===== src/rtl/core/vna_pkg.sv =====
// ----------------------------------------------------------------------------
// vna_pkg
// Shared types and constants of the vertex normal averager: item actions,
// datapath operations and the command/status words between control and data.
// ----------------------------------------------------------------------------
package vna_pkg;

    // Item actions
    typedef enum logic [1:0] {
        ACT_LOAD = 2'd0,
        ACT_FACE = 2'd1,
        ACT_READ = 2'd2,
        ACT_NONE = 2'd3
    } t_action;

    // Vertex selects carried in the step field
    localparam logic [1:0] SEL_A   = 2'd0;
    localparam logic [1:0] SEL_B   = 2'd1;
    localparam logic [1:0] SEL_C   = 2'd2;
    localparam logic [1:0] SEL_IDX = 2'd3;

    // Datapath operations, one per cycle
    typedef enum logic [4:0] {
        DP_NOP,
        DP_CLEAR,
        DP_LOAD,
        DP_RD_POS,
        DP_EDGE,
        DP_CROSS,
        DP_ABS,
        DP_NORM_SHIFT,
        DP_FN_ZERO,
        DP_SQ,
        DP_SQRT_INIT,
        DP_SQRT_STEP,
        DP_DIV_FACE,
        DP_DIV_FOLD,
        DP_DIV_STEP,
        DP_FN_STORE,
        DP_RD_NC,
        DP_NC_CAP,
        DP_FOLD_MUL,
        DP_FOLD_STORE,
        DP_WR_NC,
        DP_OUT
    } t_dp_op;

    typedef struct packed {
        t_dp_op      op;
        logic [4:0]  step;
    } t_dp_cmd;

    typedef struct packed {
        logic        clr_last;
        t_action     action;
        logic        item_ok;
        logic        cross_zero;
        logic        norm_ok;
    } t_dp_stat;

    // Arithmetic widths
    localparam int POS_W   = 32;
    localparam int EDGE_W  = 33;
    localparam int PROD_W  = 66;
    localparam int CROSS_W = 68;
    localparam int NRM_W   = 16;
    localparam int CNT_W   = 16;
    localparam int ROOT_W  = 64;
    localparam int LEN_W   = 31;
    localparam int DIV_W   = 48;
    localparam int Q_W     = 16;
    localparam int UNIT_BIT = 29;   // scaled magnitudes land in [2^29, 2^30)
    localparam int FRAC_W  = 14;

    // Step counts
    localparam logic [4:0] POS_LAST   = 5'd2;
    localparam logic [4:0] CROSS_LAST = 5'd6;
    localparam logic [4:0] SQ_LAST    = 5'd3;
    localparam logic [4:0] SQRT_LAST  = 5'd31;
    localparam logic [4:0] DIV_LAST   = 5'd15;
    localparam logic [1:0] COMP_LAST  = 2'd2;

    localparam logic [CNT_W-1:0] CNT_MAX = 16'hFFFF;

endpackage


===== src/rtl/core/vna_ctrl.sv =====
// ----------------------------------------------------------------------------
// vna_ctrl
// Sequencer of the vertex normal averager: clearing pass, item decode and the
// step-by-step schedule of face normal and running average arithmetic.
// ----------------------------------------------------------------------------
module vna_ctrl (
    input  logic              i_clk,
    input  logic              i_rst_n,
    input  logic              i_start,
    input  vna_pkg::t_dp_stat i_stat,
    output vna_pkg::t_dp_cmd  o_cmd,
    output logic              o_busy
);
    import vna_pkg::*;

    typedef enum logic [4:0] {
        S_CLEAR, S_IDLE, S_DECODE, S_LOAD, S_RD, S_OUT,
        S_POS, S_EDGE, S_CROSS, S_ABS, S_NORM, S_SQ, S_SQRT_INIT, S_SQRT,
        S_DIV_INIT, S_DIV, S_FN_STORE,
        S_NC_RD, S_NC_CAP, S_FMUL, S_FDIV_INIT, S_FSTORE, S_NC_WR
    } t_state;

    t_state     r_state, n_state;
    logic [4:0] r_cnt;
    logic [1:0] r_comp;
    logic [1:0] r_corner;
    logic       r_fold;
    logic       r_busy;

    always_comb begin
        n_state = r_state;
        unique case (r_state)
            S_CLEAR:     n_state = i_stat.clr_last ? S_IDLE : S_CLEAR;
            S_IDLE:      n_state = i_start ? S_DECODE : S_IDLE;
            S_DECODE: begin
                unique case (i_stat.action)
                    ACT_LOAD: n_state = i_stat.item_ok ? S_LOAD : S_IDLE;
                    ACT_READ: n_state = i_stat.item_ok ? S_RD : S_OUT;
                    ACT_FACE: n_state = i_stat.item_ok ? S_POS : S_IDLE;
                    ACT_NONE: n_state = S_IDLE;
                endcase
            end
            S_LOAD:      n_state = S_IDLE;
            S_RD:        n_state = S_OUT;
            S_OUT:       n_state = S_IDLE;
            S_POS:       n_state = (r_cnt == POS_LAST) ? S_EDGE : S_POS;
            S_EDGE:      n_state = S_CROSS;
            S_CROSS:     n_state = (r_cnt == CROSS_LAST) ? S_ABS : S_CROSS;
            S_ABS:       n_state = S_NORM;
            S_NORM: begin
                priority if (i_stat.cross_zero) n_state = S_NC_RD;
                else if (i_stat.norm_ok)        n_state = S_SQ;
                else                            n_state = S_NORM;
            end
            S_SQ:        n_state = (r_cnt == SQ_LAST) ? S_SQRT_INIT : S_SQ;
            S_SQRT_INIT: n_state = S_SQRT;
            S_SQRT:      n_state = (r_cnt == SQRT_LAST) ? S_DIV_INIT : S_SQRT;
            S_DIV_INIT:  n_state = S_DIV;
            S_DIV: begin
                if (r_cnt == DIV_LAST) begin
                    n_state = r_fold ? S_FSTORE : S_FN_STORE;
                end
            end
            S_FN_STORE:  n_state = (r_comp == COMP_LAST) ? S_NC_RD : S_DIV_INIT;
            S_NC_RD:     n_state = S_NC_CAP;
            S_NC_CAP:    n_state = S_FMUL;
            S_FMUL:      n_state = S_FDIV_INIT;
            S_FDIV_INIT: n_state = S_DIV;
            S_FSTORE:    n_state = (r_comp == COMP_LAST) ? S_NC_WR : S_FMUL;
            S_NC_WR:     n_state = (r_corner == COMP_LAST) ? S_IDLE : S_NC_RD;
            default:     n_state = S_IDLE;
        endcase
    end

    always_ff @(posedge i_clk) begin
        if (!i_rst_n) begin
            r_state  <= S_CLEAR;
            r_busy   <= 1'b1;
            r_cnt    <= '0;
            r_comp   <= '0;
            r_corner <= '0;
            r_fold   <= 1'b0;
        end else begin
            r_state <= n_state;
            r_busy  <= (n_state != S_IDLE);
            r_cnt   <= (n_state == r_state) ? r_cnt + 5'd1 : 5'd0;
            unique case (r_state)
                S_DECODE: begin
                    r_corner <= '0;
                    r_fold   <= 1'b0;
                end
                S_NORM: begin
                    if (i_stat.cross_zero) r_fold <= 1'b1;
                end
                S_SQRT_INIT: r_comp <= '0;
                S_FN_STORE: begin
                    if (r_comp == COMP_LAST) begin
                        r_comp <= '0;
                        r_fold <= 1'b1;
                    end else begin
                        r_comp <= r_comp + 2'd1;
                    end
                end
                S_NC_CAP: r_comp <= '0;
                S_FSTORE: begin
                    if (r_comp != COMP_LAST) r_comp <= r_comp + 2'd1;
                end
                S_NC_WR: r_corner <= r_corner + 2'd1;
                default: ;
            endcase
        end
    end

    always_comb begin
        o_cmd.op   = DP_NOP;
        o_cmd.step = '0;
        unique case (r_state)
            S_CLEAR:     o_cmd.op = DP_CLEAR;
            S_LOAD:      o_cmd.op = DP_LOAD;
            S_RD: begin
                o_cmd.op   = DP_RD_NC;
                o_cmd.step = 5'(SEL_IDX);
            end
            S_OUT:       o_cmd.op = DP_OUT;
            S_POS: begin
                o_cmd.op   = DP_RD_POS;
                o_cmd.step = r_cnt;
            end
            S_EDGE:      o_cmd.op = DP_EDGE;
            S_CROSS: begin
                o_cmd.op   = DP_CROSS;
                o_cmd.step = r_cnt;
            end
            S_ABS:       o_cmd.op = DP_ABS;
            S_NORM: begin
                priority if (i_stat.cross_zero) o_cmd.op = DP_FN_ZERO;
                else if (i_stat.norm_ok)        o_cmd.op = DP_NOP;
                else                            o_cmd.op = DP_NORM_SHIFT;
            end
            S_SQ: begin
                o_cmd.op   = DP_SQ;
                o_cmd.step = r_cnt;
            end
            S_SQRT_INIT: o_cmd.op = DP_SQRT_INIT;
            S_SQRT:      o_cmd.op = DP_SQRT_STEP;
            S_DIV_INIT: begin
                o_cmd.op   = DP_DIV_FACE;
                o_cmd.step = 5'(r_comp);
            end
            S_DIV:       o_cmd.op = DP_DIV_STEP;
            S_FN_STORE: begin
                o_cmd.op   = DP_FN_STORE;
                o_cmd.step = 5'(r_comp);
            end
            S_NC_RD: begin
                o_cmd.op   = DP_RD_NC;
                o_cmd.step = 5'(r_corner);
            end
            S_NC_CAP:    o_cmd.op = DP_NC_CAP;
            S_FMUL: begin
                o_cmd.op   = DP_FOLD_MUL;
                o_cmd.step = 5'(r_comp);
            end
            S_FDIV_INIT: begin
                o_cmd.op   = DP_DIV_FOLD;
                o_cmd.step = 5'(r_comp);
            end
            S_FSTORE: begin
                o_cmd.op   = DP_FOLD_STORE;
                o_cmd.step = 5'(r_comp);
            end
            S_NC_WR: begin
                o_cmd.op   = DP_WR_NC;
                o_cmd.step = 5'(r_corner);
            end
            default: ;
        endcase
    end

    assign o_busy = r_busy;

endmodule


===== config.mk =====
export PLATFORM = sky130hd
export DESIGN_NAME = vna_ctrl
export DESIGN_NICKNAME = d
export VERILOG_FILES = /design/src/rtl/core/vna_pkg.sv /design/src/rtl/core/vna_ctrl.sv
export SDC_FILE = /design/constraint.sdc
export NUM_CORES = 1
export LEC_CHECK = 0
export BUFFER_PORTS_ARGS = -buffer_cell sky130_fd_sc_hd__buf_2
export CAP_MARGIN = 20
export CORE_MARGIN = 4
export CORE_UTILIZATION = 45
export CTS_BUF_LIST = sky130_fd_sc_hd__clkbuf_8 sky130_fd_sc_hd__clkbuf_16
export CTS_CLUSTER_DIAMETER = 30
export DETAILED_ROUTE_END_ITERATION = 10
export PLACE_DENSITY_LB_ADDON = 0.25
export SLEW_MARGIN = 20
export SYNTH_ARGS = -nofsm -noshare
export SYNTH_HDL_FRONTEND = slang
export SYNTH_SLANG_ARGS = --single-unit

===== constraint.sdc =====
create_clock -name i_clk -period 2.9 [get_ports i_clk]
set_clock_uncertainty 0.1 [all_clocks]
set_input_delay 0.435 -clock i_clk [delete_from_list [all_inputs] [get_ports i_clk]]
set_output_delay 0.435 -clock i_clk [all_outputs]
set_load 0.02 [all_outputs]

==> key figures <==
Outcome
  – Status: complete, no violations

Floorplanning
  – Die footprint: about 0.0052 mm^2
  – Starting Density: ~46%
  – Core region area: about 0.004 mm^2
  – Die Y: 72.3 um
  – # rows: 23
  – Num ports: 20
  – Die width: a little over 70 um

Global route
  – Total Routing Usage GR: between 20% and 30%
  – First-pass GRT wire length: between 8000 and 9000 um
  – GRT Residual Overflow: 0
  – Pin count of the biggest net entering global routing: 38
  – Antenna violations before repair: 0
  – Number of global-route vias before repair: 1799

Job
  – Max Cap Violations: 0

Timing
  – Final setup fails: 0
  – Max_slew headroom: 51.9%
  – Worst-margin pin slew: 0.720 ns
  – RSZ-0062 raised after global routing: false
  – Final hold slack: between 0.3 and 0.4 ns
  – Final period utilization: between 90% and 100%
  – Fmax: roughly 0.37 GHz
  – Fin worst setup slack: 0.219 ns
  – Slew Limit Fails: 0
  – Sum Neg Setup Slack: 0 ns
  – Final Hold Viols: 0
  – Final Critical Period: 2.68 ns

Worst setup path
  – CP startpoint kind: register
  – WP data arrival: approximately 2.2 ns
  – Critical-path top delay cell: dfxtp_1
  – Max incr delay on CP: ~0.79 ns
  – CP endpoint kind: output port
  – CP Class: reg2out
  – Crit-path cells: nor2_1 > a31oi_1 > o22ai_1 > a221o_1 > buf_2
  – Worst Path Required: between 2 and 2.5 ns
  – Critical Path Fanout Max: 25

Clock tree
  – Worst skew pair latency: approximately 0.25 ns
  – CTS Buf Count: 3
  – Post-CTS Setup Repair Bufs: 0
  – Clock root cell: clkbuf_8
  – TritonCTS Sinks: 16
  – TritonCTS clock tree: built
  – CTS clock-pin slew for the worst setup and hold paths: roughly 0.070 ns
  – H-tree levels: 1
  – Maximum clock insertion buffer count: 2

Yosys
  – Main synth FF type: dfxtp_1
  – Syn nets: roughly 280
  – FF+latch count, synth: 16
  – Seq/Total Area, Yosys: 17.2%
  – Yosys cell types: between 60 and 70
  – Mapped Area: 0.00186 mm^2
  – Gate count of the mapped netlist: about 260
  – Synth warn: 0
  – Avg Cell Area, Syn: ~7.2 um^2
  – Ys async rst share: 0%
  – EDFF count, synth: 0

Power
  – Maximum VDD drop: approximately 0.21 mV
  – Power Dens Cells: 293 mW/mm^2
  – Leakage: roughly 0.00083 uW

Drt
  – Detailed-route via count: around 2100
  – Initial DRC Count: approximately 360
  – Vias/cell: ~6.4
  – Antenna Violating Nets Remaining: 0
  – DRC viols: 0
  – DRT Wirelength: between 5000 and 6000 um
  – Per-cell routed wire length: 16.6 um
  – DR pass1 iterations: 6

Cells and area
  – Ant. Diodes: 0
  – Fill cells: between 400 and 500
  – Commonest non-fill, non-tap cell in the layout: nor2_1
  – Most frequent cells in the layout: 27 x nor2_1, 23 x a21oi_1, 19 x buf_2, 15 x dfxtp_1, 14 x nand2_1
  – Storage cell area: 322 um^2
  – Share of layout cells above drive strength 1: roughly 17%
  – Post-route cell area: 0.00206 mm^2
  – Final #Nets: between 200 and 300
  – Multi-input gate area: between 0.001 and 0.0015 mm^2
  – Area grow syn2layout: 11.0%

Worst hold path
  – Worst Hold Class: in2reg

Place
  – IO Port Bufs: 19
  – DPL Wire Length: between 4000 and 5000 um
  – Gp weighted congestion: 0.932
  – Post-DP Area: 0.00201 mm^2
  – DP Worst Slack: between 0.4 and 0.5 ns
-- routing by layer --
layer	vias up	share of wire (%)	track usage (%)
met5	-	0	0
met1	945	44	31.1
met2	114	45	33.5
met4	0	1.5	7.31
met3	8	9.8	3.05
li1	1002	-	-
-- worst max-delay path: cells and delay by family (launching register included) --
kind	cells	cell delay, ns
AO/OA/AOI/OAI	3	0.74
buffers and inverters	1	0.16
flip-flops	1	0.79
AND/OR/NAND/NOR	1	0.20
-- kinds of logic (layout without fill, tap and decap cells) --
| group | count (synthesis) | in the layout | synth area share, % |
|---|---|---|---|
| simple gates | 109 | 109 | 33.5 |
| compound gates | 88 | 88 | 32.4 |
| buf+inv | 31 | 45 | 7.88 |
| flops | 16 | 16 | 17.2 |
| fa+ha+maj | 8 | 8 | 5.39 |
| mux | 4 | 4 | 2.15 |
| xor+xnor | 3 | 3 | 1.41 |
-- stage by stage --
| stage | util [%] | total power, uW | cells |
|---|---|---|---|
| after floorplan | - | 360 | 259 |
| after global placement | 50.1 | 409 | 319 |
| after detailed placement | 50.1 | 407 | 319 |
| after CTS | 51.5 | 611 | 323 |
| after global routing | 51.5 | 644 | 323 |
| final | 51.5 | 605 | 323 |
-- final timing paths --
path / to / cells after the start / slack, ns / from
setup / recovery: o_cmd[1] / 5 / 0.22 / r_state[4]
hold reg to reg: r_comp[1] / 2 / 0.44 / r_comp[1]
hold / removal: r_state[3] / 2 / 0.33 / i_rst_n
setup reg to reg: r_cnt[4] / 7 / 0.39 / r_cnt[0]
-- layout make-up --
type	instances	share of cell area [%]
multi-input combinational	212	67.5
sequential	16	15.6
timing repair buffer	30	9.22
tap	50	3.03
clock buffer	4	2.67
inverter	11	2.00
-- cells in the mapped netlist (all sizes together), types with 3 or more instances --
library cell	number	area share, %
nand2b	9	3.0
a22oi	6	2.4
and2	4	1.3
a211oi	3	1.2
nand3	6	1.6
a21o	4	1.6
nand2	14	2.8
nor2b	9	3.0
mux2i	4	2.2
o22ai	3	1.0
buf	18	5.3
nor3	6	1.6
o211ai	7	2.8
nor2	27	5.5
inv	11	2.2
o21ai	14	4.0
ha	8	5.4
or3	5	1.7
nor4	9	3.7
a2111oi	3	1.8
and3	3	1.3
a31oi	8	3.5
a21oi	23	6.2
nand3b	3	1.2
dfxtp	16	17
-- flip-flops by register name, indices dropped and copies added, names as in the netlist --
signal	cells
o_busy	1
r_cnt	5
r_comp	2
r_corner	2
r_fold	1
r_state	5
-- report_power, final --
part           leakage [uW]  switching, uW  internal, uW
clock             0.0000288           80.4           121
sequential         0.000130           12.4           229
combinational      0.000668            102          59.7
total              0.000827            195           409
-- repair_timing --
action,in CTS,in global routing
setup endpoints to repair,0,1
gates resized for setup,0,1
hold buffers,0,0
Power figures use the tool's default switching activity.
